**config.mk**
```make
export PLATFORM = sky130hd
export DESIGN_NAME = mppg_ctrl
export DESIGN_NICKNAME = d
export VERILOG_FILES = /design/src/rtl/mppg_pkg.sv /design/src/rtl/mppg_ctrl.sv
export SDC_FILE = /design/constraint.sdc
export NUM_CORES = 1
export LEC_CHECK = 0
export ABC_AREA = 1
export BUFFER_PORTS_ARGS = -buffer_cell sky130_fd_sc_hd__buf_2
export CORE_ASPECT_RATIO = 0.9
export CORE_MARGIN = 3
export CORE_UTILIZATION = 41
export DETAILED_ROUTE_END_ITERATION = 8
export HOLD_SLACK_MARGIN = 0.1
export PLACE_DENSITY = 0.81
export SYNTH_ARGS = -nofsm -noshare
export SYNTH_HDL_FRONTEND = slang
export SYNTH_SLANG_ARGS = --single-unit
```
**constraint.sdc**
```tcl
create_clock -name i_clk -period 1.88 [get_ports i_clk]
set_input_delay 0.376 -clock i_clk [delete_from_list [all_inputs] [get_ports i_clk]]
set_output_delay 0.376 -clock i_clk [all_outputs]
set_load 0.01 [all_outputs]
```
**src/rtl/mppg_pkg.sv**
```systemverilog
// Shared types and constants for the phased PWM generator.
package mppg_pkg;

    localparam int OUT_GROUPS = 6;
    localparam int OUT_BITS   = 18;

    typedef enum logic [2:0] {
        OP_TICK = 3'd0,
        OP_STOP = 3'd1,
        OP_INIT = 3'd2,
        OP_ZERO = 3'd3,
        OP_CONF = 3'd4
    } t_opcode;

    typedef enum logic [2:0] {
        ST_OK        = 3'd0,
        ST_BAD_FREQ  = 3'd1,
        ST_BAD_DUTY  = 3'd2,
        ST_BAD_PHASE = 3'd3,
        ST_BAD_CHAN  = 3'd4,
        ST_BAD_GROUP = 3'd5
    } t_status;

    typedef struct packed {
        logic [2:0] opcode;
        logic [2:0] group;
        logic [4:0] channel;
        logic [9:0] frequency_hz;
        logic [9:0] duty_percent;
        logic [9:0] phase_degrees;
    } t_in_item;

    typedef struct packed {
        logic [17:0] bits_group_a;
        logic [17:0] bits_group_b;
        logic [17:0] bits_group_c;
        logic [17:0] bits_group_d;
        logic [17:0] bits_group_e;
        logic [17:0] bits_group_f;
        logic [2:0]  status;
    } t_out_item;

    typedef enum logic [2:0] {
        S_CLEAR,
        S_IDLE,
        S_SWEEP,
        S_DIV,
        S_WRITE,
        S_OUT
    } t_state;

    // Sweep operation applied to every channel.
    typedef enum logic [1:0] {
        SW_TICK,
        SW_RELOAD,
        SW_ZERO,
        SW_CLEAR
    } t_sweep_op;

    typedef struct packed {
        logic      sweep_start;
        t_sweep_op sweep_op;
        logic      div_start;
        logic      cfg_write;
    } t_cmd;

    typedef struct packed {
        logic sweep_done;
        logic div_done;
    } t_stat;

endpackage

```
**src/rtl/mppg_ctrl.sv**
```systemverilog
// Control state machine: decode item, sequence sweeps and configure.
module mppg_ctrl #(
    parameter int NUM_GROUPS         = 6,
    parameter int CHANNELS_PER_GROUP = 18
) (
    input  logic               i_clk,
    input  logic               i_rst_n,
    input  logic               i_in_valid,
    input  mppg_pkg::t_in_item i_in_data,
    input  logic               i_out_busy,
    input  mppg_pkg::t_stat    i_stat,
    output logic               o_in_stall,
    output mppg_pkg::t_cmd     o_cmd,
    output mppg_pkg::t_in_item o_item,
    output logic               o_res_load,
    output logic [2:0]         o_status
);
    mppg_pkg::t_state   r_state, n_state;
    mppg_pkg::t_in_item r_item;
    logic               r_run, n_run;
    logic [2:0]         r_status, n_status;
    logic               w_acc;
    logic [2:0]         w_chk;

    assign o_in_stall = (r_state != mppg_pkg::S_IDLE);
    assign w_acc      = i_in_valid && !o_in_stall;
    assign o_item     = r_item;
    assign o_status   = r_status;

    always_comb begin
        priority if (i_in_data.frequency_hz == '0 || i_in_data.frequency_hz > 10'd200)
            w_chk = mppg_pkg::ST_BAD_FREQ;
        else if (i_in_data.duty_percent > 10'd100)
            w_chk = mppg_pkg::ST_BAD_DUTY;
        else if (i_in_data.phase_degrees > 10'd360)
            w_chk = mppg_pkg::ST_BAD_PHASE;
        else if (32'(i_in_data.channel) >= CHANNELS_PER_GROUP)
            w_chk = mppg_pkg::ST_BAD_CHAN;
        else if (32'(i_in_data.group) >= NUM_GROUPS || i_in_data.group >= 3'd6)
            w_chk = mppg_pkg::ST_BAD_GROUP;
        else
            w_chk = mppg_pkg::ST_OK;
    end

    always_ff @(posedge i_clk) begin
        if (!i_rst_n) begin
            r_state  <= mppg_pkg::S_CLEAR;
            r_run    <= 1'b0;
            r_status <= '0;
        end else begin
            r_state  <= n_state;
            r_run    <= n_run;
            r_status <= n_status;
        end
    end

    always_ff @(posedge i_clk) begin
        if (w_acc) r_item <= i_in_data;
    end

    always_comb begin
        n_state    = r_state;
        n_run      = r_run;
        n_status   = r_status;
        o_cmd      = '0;
        o_res_load = 1'b0;
        unique case (r_state)
            // Hold input off until the tables hold their reset values.
            mppg_pkg::S_CLEAR: if (i_stat.sweep_done) n_state = mppg_pkg::S_IDLE;
            mppg_pkg::S_IDLE: begin
                if (w_acc) begin
                    n_status = mppg_pkg::ST_OK;
                    n_state  = mppg_pkg::S_OUT;
                    unique case (i_in_data.opcode)
                        mppg_pkg::OP_TICK: begin
                            if (r_run) begin
                                o_cmd.sweep_start = 1'b1;
                                o_cmd.sweep_op    = mppg_pkg::SW_TICK;
                                n_state           = mppg_pkg::S_SWEEP;
                            end
                        end
                        mppg_pkg::OP_STOP, mppg_pkg::OP_INIT: begin
                            n_run             = (i_in_data.opcode == mppg_pkg::OP_INIT);
                            o_cmd.sweep_start = 1'b1;
                            o_cmd.sweep_op    = mppg_pkg::SW_RELOAD;
                            n_state           = mppg_pkg::S_SWEEP;
                        end
                        mppg_pkg::OP_ZERO: begin
                            n_run             = 1'b1;
                            o_cmd.sweep_start = 1'b1;
                            o_cmd.sweep_op    = mppg_pkg::SW_ZERO;
                            n_state           = mppg_pkg::S_SWEEP;
                        end
                        mppg_pkg::OP_CONF: begin
                            n_status = w_chk;
                            if (w_chk == mppg_pkg::ST_OK) begin
                                o_cmd.div_start = 1'b1;
                                n_state         = mppg_pkg::S_DIV;
                            end
                        end
                        default: ;
                    endcase
                end
            end
            mppg_pkg::S_SWEEP: if (i_stat.sweep_done) n_state = mppg_pkg::S_OUT;
            mppg_pkg::S_DIV:   if (i_stat.div_done) n_state = mppg_pkg::S_WRITE;
            mppg_pkg::S_WRITE: begin
                o_cmd.cfg_write = 1'b1;
                n_state         = mppg_pkg::S_OUT;
            end
            mppg_pkg::S_OUT: begin
                // Wait for the output register to free up, then load it.
                if (!i_out_busy) begin
                    o_res_load = 1'b1;
                    n_state    = mppg_pkg::S_IDLE;
                end
            end
            default: n_state = mppg_pkg::S_IDLE;
        endcase
    end
endmodule

```
==> run metrics, run 1 <==
status=complete, no violations; fin crit share=0.974; Setup Skew=0.00378 ns; Final nets=333; Die ar.=0.00568 sq mm; Setup CP Type=primary input to output pin; placed inst area=0.00256 sq mm; # rows=23; Slew headroom=0.799; Synth Warn #=0; post-route ant nets=0; Startpoint Class=primary input; cell area after synthesis=0.00197 sq mm; number of port buffers=97; Max VDD drop=0.472 mV; layout cells sized above 1=0.474; crit path cell chain=buf_2 > nor2_2 > inv_2 > nor2_2 > bufinv_8 > nor2_4 > inv_2 > nor2_2 > buf_2; syn nets=218; Gate Count Post-Synth=171; TritonCTS clock tree=yes; number of flops mapped to enable cells by yosys=41; top-count cell post-synth=edfxtp_1; initial antenna violation count=0; Die X=79.1 microns; largest net degree at the start of global routing=26; worst-margin pin slew=0.301 ns; Via Count=1,570; CTS Hold Bufs=0; total track usage=0.149; average cell area after synthesis=11.5 sq um; sequential element share of the synthesized area=0.695; Pleak=1.25 nW; CP Capture Type=output pin; DR vias/cell=4.50; crit path time final=1.83 ns; Ports=98; total grt overflow=0; pwr/cell area=812 mW/mm^2; Final setup viols=0; Post-Route WL=4140 microns; top cell type's share of synthesized area=0.624; MaxCap Viol Count=0; #FFs+latches synth=48; Layout area overhead=38.9%; GP Congestion=0.876; Filler Cell Count=400; cell taking the most area after synthesis=edfxtp_1; Area contributors post-synth=edfxtp_1, dfxtp_1, nand2_1, nor2_1, inv_1; CTS clock-pin slew for the worst setup and hold paths=0.08 ns; number of global-route vias before repair=1,500; Cell variety after synth=24; Worst path most repeated cell=nor2_2; CP Data Arrival Time=1.46 ns; synth cell count leaders=edfxtp_1, nand2_1, nor2_1; Design Area, Final=0.00274 sq mm; HPWL Detailed=3280 microns; worst hold path class=primary input to register; DRC Markers=0; Starting Density=0.434; Avg WL per Cell=11.9 microns; Max clock buf depth=2; setup TNS=0 ns; fmax=546 MHz; CTS root buf=clkbuf_8; Inserted Clock Buffers=5; Final Hold Fails=0; Core Area=0.00455 sq mm; die height=71.8 microns; worst-path fanout max=4; WP data required=1.50 ns; antenna diode count=0; Post-synth ARST share=0; cell at the slowest stage of the critical path=nor2_2; drt initial violations=46; CTS H-tree depth=2; DR pass1 iterations=4; max-slew violation count=0; RSZ-0062 raised after global routing=yes; Clock Sinks=48; clk_lat worst skew=0.29 ns; first-pass GRT wire length=6450 microns; crit-path max cell delay=0.19 ns; Main synth FF type=edfxtp_1
==> routing by layer <==
| metal | global-route usage | vias up | routed length, microns |
|---|---|---|---|
| met3 | 0.0528 | 5 | 401 |
| met1 | 0.164 | 698 | 1630 |
| li1 | - | 805 | - |
| met5 | 0 | - | 0 |
| met4 | 0.0687 | 0 | 58 |
| met2 | 0.260 | 62 | 2050 |
==> through the flow <==
step                      setup slack (ns)  power, mW  hold slack (ns)  utilization  instances
final                               0.0482       2.22            0.255        0.603        349
after detailed placement            0.0323       1.52            0.468        0.563        333
after floorplan                   -0.00828       1.39            0.440            -        171
after global routing               -0.0405       2.33            0.236        0.603        349
after global placement              0.0688       1.51            0.453        0.563        333
after CTS                           0.0153       2.24            0.240        0.595        345
==> layout by cell type (no fill, tap or decap), types with 2 or more instances in the layout <==
master | Yosys | final
inv_2 | 5 | 5
dfxtp_1 | 7 | 6
nor2_1 | 23 | 21
nand2_1 | 32 | 31
buf_2 | 0 | 97
nor3_1 | 4 | 3
nand3b_1 | 2 | 2
buf_4 | 0 | 11
edfxtp_1 | 41 | 41
nor2_2 | 2 | 4
nand4_1 | 2 | 2
a21oi_1 | 9 | 9
a211oi_1 | 2 | 2
inv_1 | 21 | 21
nand3_1 | 8 | 8
clkbuf_8 | 0 | 5
o21ai_0 | 2 | 2
nor2_4 | 2 | 2
==> logic make-up (layout without fill, tap and decap cells) <==
kind of cell,Yosys count,in the layout,synth area share
AND/OR/NAND/NOR,78,78,0.191
flip-flops,48,48,0.695
buffers and inverters,28,144,0.0615
AO/OA/AOI/OAI,17,17,0.0526
==> critical path: cells and delay by family <==
kind / cells / cell delay (ns)
buffers and inverters: 5 / 0.57
and+or+nand+nor: 4 / 0.50
==> state kept, by name, summed over array words and instances (netlist names) <==
| name | cells |
|---|---|
| o_item | 41 |
| r_state | 3 |
| o_status | 3 |
| r_run | 1 |
==> path summary, 6_finish.rpt <==
| path | depth (start not counted) | slack (ns) | to | startpoint |
|---|---|---|---|---|
| worst max register to register | 9 | 0.41 | r_state[1]$_SDFFE_PN0P_ | r_state[2]$_SDFFE_PN0P_ |
| worst min-delay path | 1 | 0.25 | o_item[30]$_DFFE_PP_ | i_in_data[30] |
| worst max-delay path | 9 | 0.05 | o_cmd[1] | i_in_data[39] |
| worst min register to register | 2 | 0.48 | o_status[2]$_SDFFE_PN0P_ | o_status[2]$_SDFFE_PN0P_ |
==> power breakdown <==
| part | switching, mW | total (mW) | internal (mW) |
|---|---|---|---|
| Combinational | 0.169 | 0.290 | 0.121 |
| Clock | 0.314 | 0.709 | 0.394 |
| Sequential | 0.0122 | 1.22 | 1.21 |
| Total | 0.496 | 2.22 | 1.73 |
==> repair_timing <==
item                                    4_1_cts  5_1_grt
pin swaps                                     4        6
resized for setup                             3        2
setup buffers                                 4        4
endpoints found under the setup margin        2        3
==> layout make-up <==
| type | instances | area, sq um | area share |
|---|---|---|---|
| Sequential cell | 48 | 1370 | 0.501 |
| Timing Repair Buffer | 108 | 568 | 0.207 |
| Multi-Input combinational cell | 95 | 493 | 0.180 |
| Inverter | 28 | 121 | 0.0443 |
| Tap cell | 62 | 77.6 | 0.0283 |
| Clock buffer | 6 | 72.6 | 0.0265 |
| Clock inverter | 2 | 35.0 | 0.0128 |
No activity file was read; power rests on OpenSTA's default activity.
==> inputs of run 2 (changes only) <==
--- a/config.mk
+++ b/config.mk
@@ -12,7 +12,7 @@
 export CORE_UTILIZATION = 41
 export DETAILED_ROUTE_END_ITERATION = 8
 export HOLD_SLACK_MARGIN = 0.1
-export PLACE_DENSITY = 0.81
+export PLACE_DENSITY = 0.76
 export SYNTH_ARGS = -nofsm -noshare
 export SYNTH_HDL_FRONTEND = slang
 export SYNTH_SLANG_ARGS = --single-unit
==> run 2 against run 1 <==
Compared with the run above:
- final cell count up 0.29%
- via count up 0.45%
- global-route usage up 0.069 points
- maximum frequency up 0.47%
- clock-buffer cell count down 1
- largest cell class unchanged
==> run metrics, run 2 (synthesis gave the netlist of run 1 again) <==
status=complete, no violations; Final nets=334; cell at the slowest stage of the critical path=dfxtp_1; Buf/Inv on CP=3; Die ar.=0.00568 sq mm; crit path cell chain=nor2_4 > nand2_4 > nor2_8 > inv_4 > nor2_4 > inv_2 > nor2_2 > buf_2; CP Capture Type=output pin; # rows=23; Starting Density=0.434; Setup CP Type=register to output pin; Final setup viols=0; total grt overflow=0; Design Area, Final=0.00276 sq mm; CTS clock-pin slew for the worst setup and hold paths=0.09 ns; CTS H-tree depth=2; number of global-route vias before repair=1,543; WHS=0.253 ns; Die X=79.1 microns; Ports=98; pwr/cell area=815 mW/mm^2; Setup Skew=0.00443 ns; placed inst area=0.00256 sq mm; CP Data Arrival Time=1.45 ns; max-slew violation count=0; TritonCTS clock tree=yes; Filler Cell Count=414; commonest non-fill, non-tap cell in the layout=buf_2; most frequent cells in the layout=buf_2, edfxtp_1, nand2_1; Max clock buf depth=2; max reg flops=41; CP top delay family=simple AND/OR/NAND/NOR gates; CTS Hold Bufs=0; DR vias/cell=4.51; fmax=548 MHz; crit path time final=1.82 ns; worst-margin pin slew=0.301 ns; initial antenna violation count=0; Startpoint Class=register; Pleak=1.25 nW; Final Hold Fails=0; DRC Markers=0; Slew headroom=0.799; die height=71.8 microns; post-route core utilization=0.606; post-route ant nets=0; first-pass GRT wire length=6670 microns; Post-Layout Cell Count=350; Inserted Clock Buffers=5; RSZ-0062 raised after global routing=yes; Core Area=0.00455 sq mm; Post-Route WL=4200 microns; Avg WL per Cell=12.0 microns; drt initial violations=49; largest net degree at the start of global routing=26; layout cells sized above 1=0.479; worst hold path class=primary input to register; Via Count=1,577; Worst path most repeated cell=nor2_4; Clock Sinks=48; WP data required=1.50 ns; antenna diode count=0; GP Congestion=0.850; worst-path fanout max=6; MaxCap Viol Count=0; crit-path max cell delay=0.36 ns; Max VDD drop=0.528 mV; clk_lat worst skew=0.29 ns; DR pass1 iterations=4; HPWL Detailed=3230 microns; number of port buffers=97; placed insts=333; fin crit share=0.970; Layout area overhead=39.7%; total track usage=0.150; CTS root buf=clkbuf_8
run 2: cell count changes in the layout (fill, tap and decap cells not counted):
cell,delta
buf_4,+1
clkbuf_1,-1
clkinvlp_4,+1
nor2_2,-1
nor2_4,+1
run 2: worst register-to-register path, delay by kind of cell, from the launching register on:
family,cells,cell delay [ns]
compound gates,3,0.43
flops,1,0.42
buf+inv,3,0.25
simple gates,4,0.42
run 2: worst paths after layout:
kind                                start                      end  slack [ns]  cells after the start
setup / recovery  r_state[2]$_SDFFE_PN0P_                 o_cmd[1]        0.06                      8
hold / removal              i_in_data[35]     o_item[35]$_DFFE_PP_        0.25                      1
setup reg to reg  r_state[2]$_SDFFE_PN0P_  r_state[1]$_SDFFE_PN0P_        0.28                     10
hold reg to reg        r_run$_SDFFE_PN0P_       r_run$_SDFFE_PN0P_        0.48                      2
run 2: what timing repair did:
item                                   in CTS  in global routing
pin swaps                                   3                  3
gates resized for setup                     3                  3
endpoints found under the hold margin       0                  0
setup endpoints to repair                   2                  3
setup buffers                               5                  4
run 2: cell type report:
cell class                      count  area [sq um]  area share
Sequential cell                    48          1370       0.498
Clock buffer                        5          68.8      0.0250
Inverter                           28           121      0.0440
Clock inverter                      3          42.5      0.0154
Tap cell                           62          77.6      0.0281
Multi-Input combinational cell     95           498       0.181
Timing Repair Buffer              109           576       0.209
run 2: metrics by stage:
step | setup TNS [ns] | power [mW] | setup slack (ns)
2_1_floorplan | -0.00828 | 1.39 | -0.00828
3_3_place_gp | 0 | 1.51 | 0.0582
3_5_place_dp | 0 | 1.52 | 0.0599
4_1_cts | 0 | 2.26 | 0.00169
5_1_grt | -0.0765 | 2.36 | -0.0519
6_report | 0 | 2.25 | 0.0568
run 2: report_power, final:
group	internal [mW]	switching (mW)	total [mW]	leakage [nW]
logic	0.129	0.173	0.302	0.765
registers	1.21	0.0122	1.22	0.435
clock network	0.393	0.327	0.720	0.0541
total	1.73	0.512	2.25	1.25
run 2: layer usage:
metal  wire [microns]  GRT usage
met1             1710      0.175
met2             2090      0.263
met3              375     0.0540
met4               29     0.0401
met5                0          0
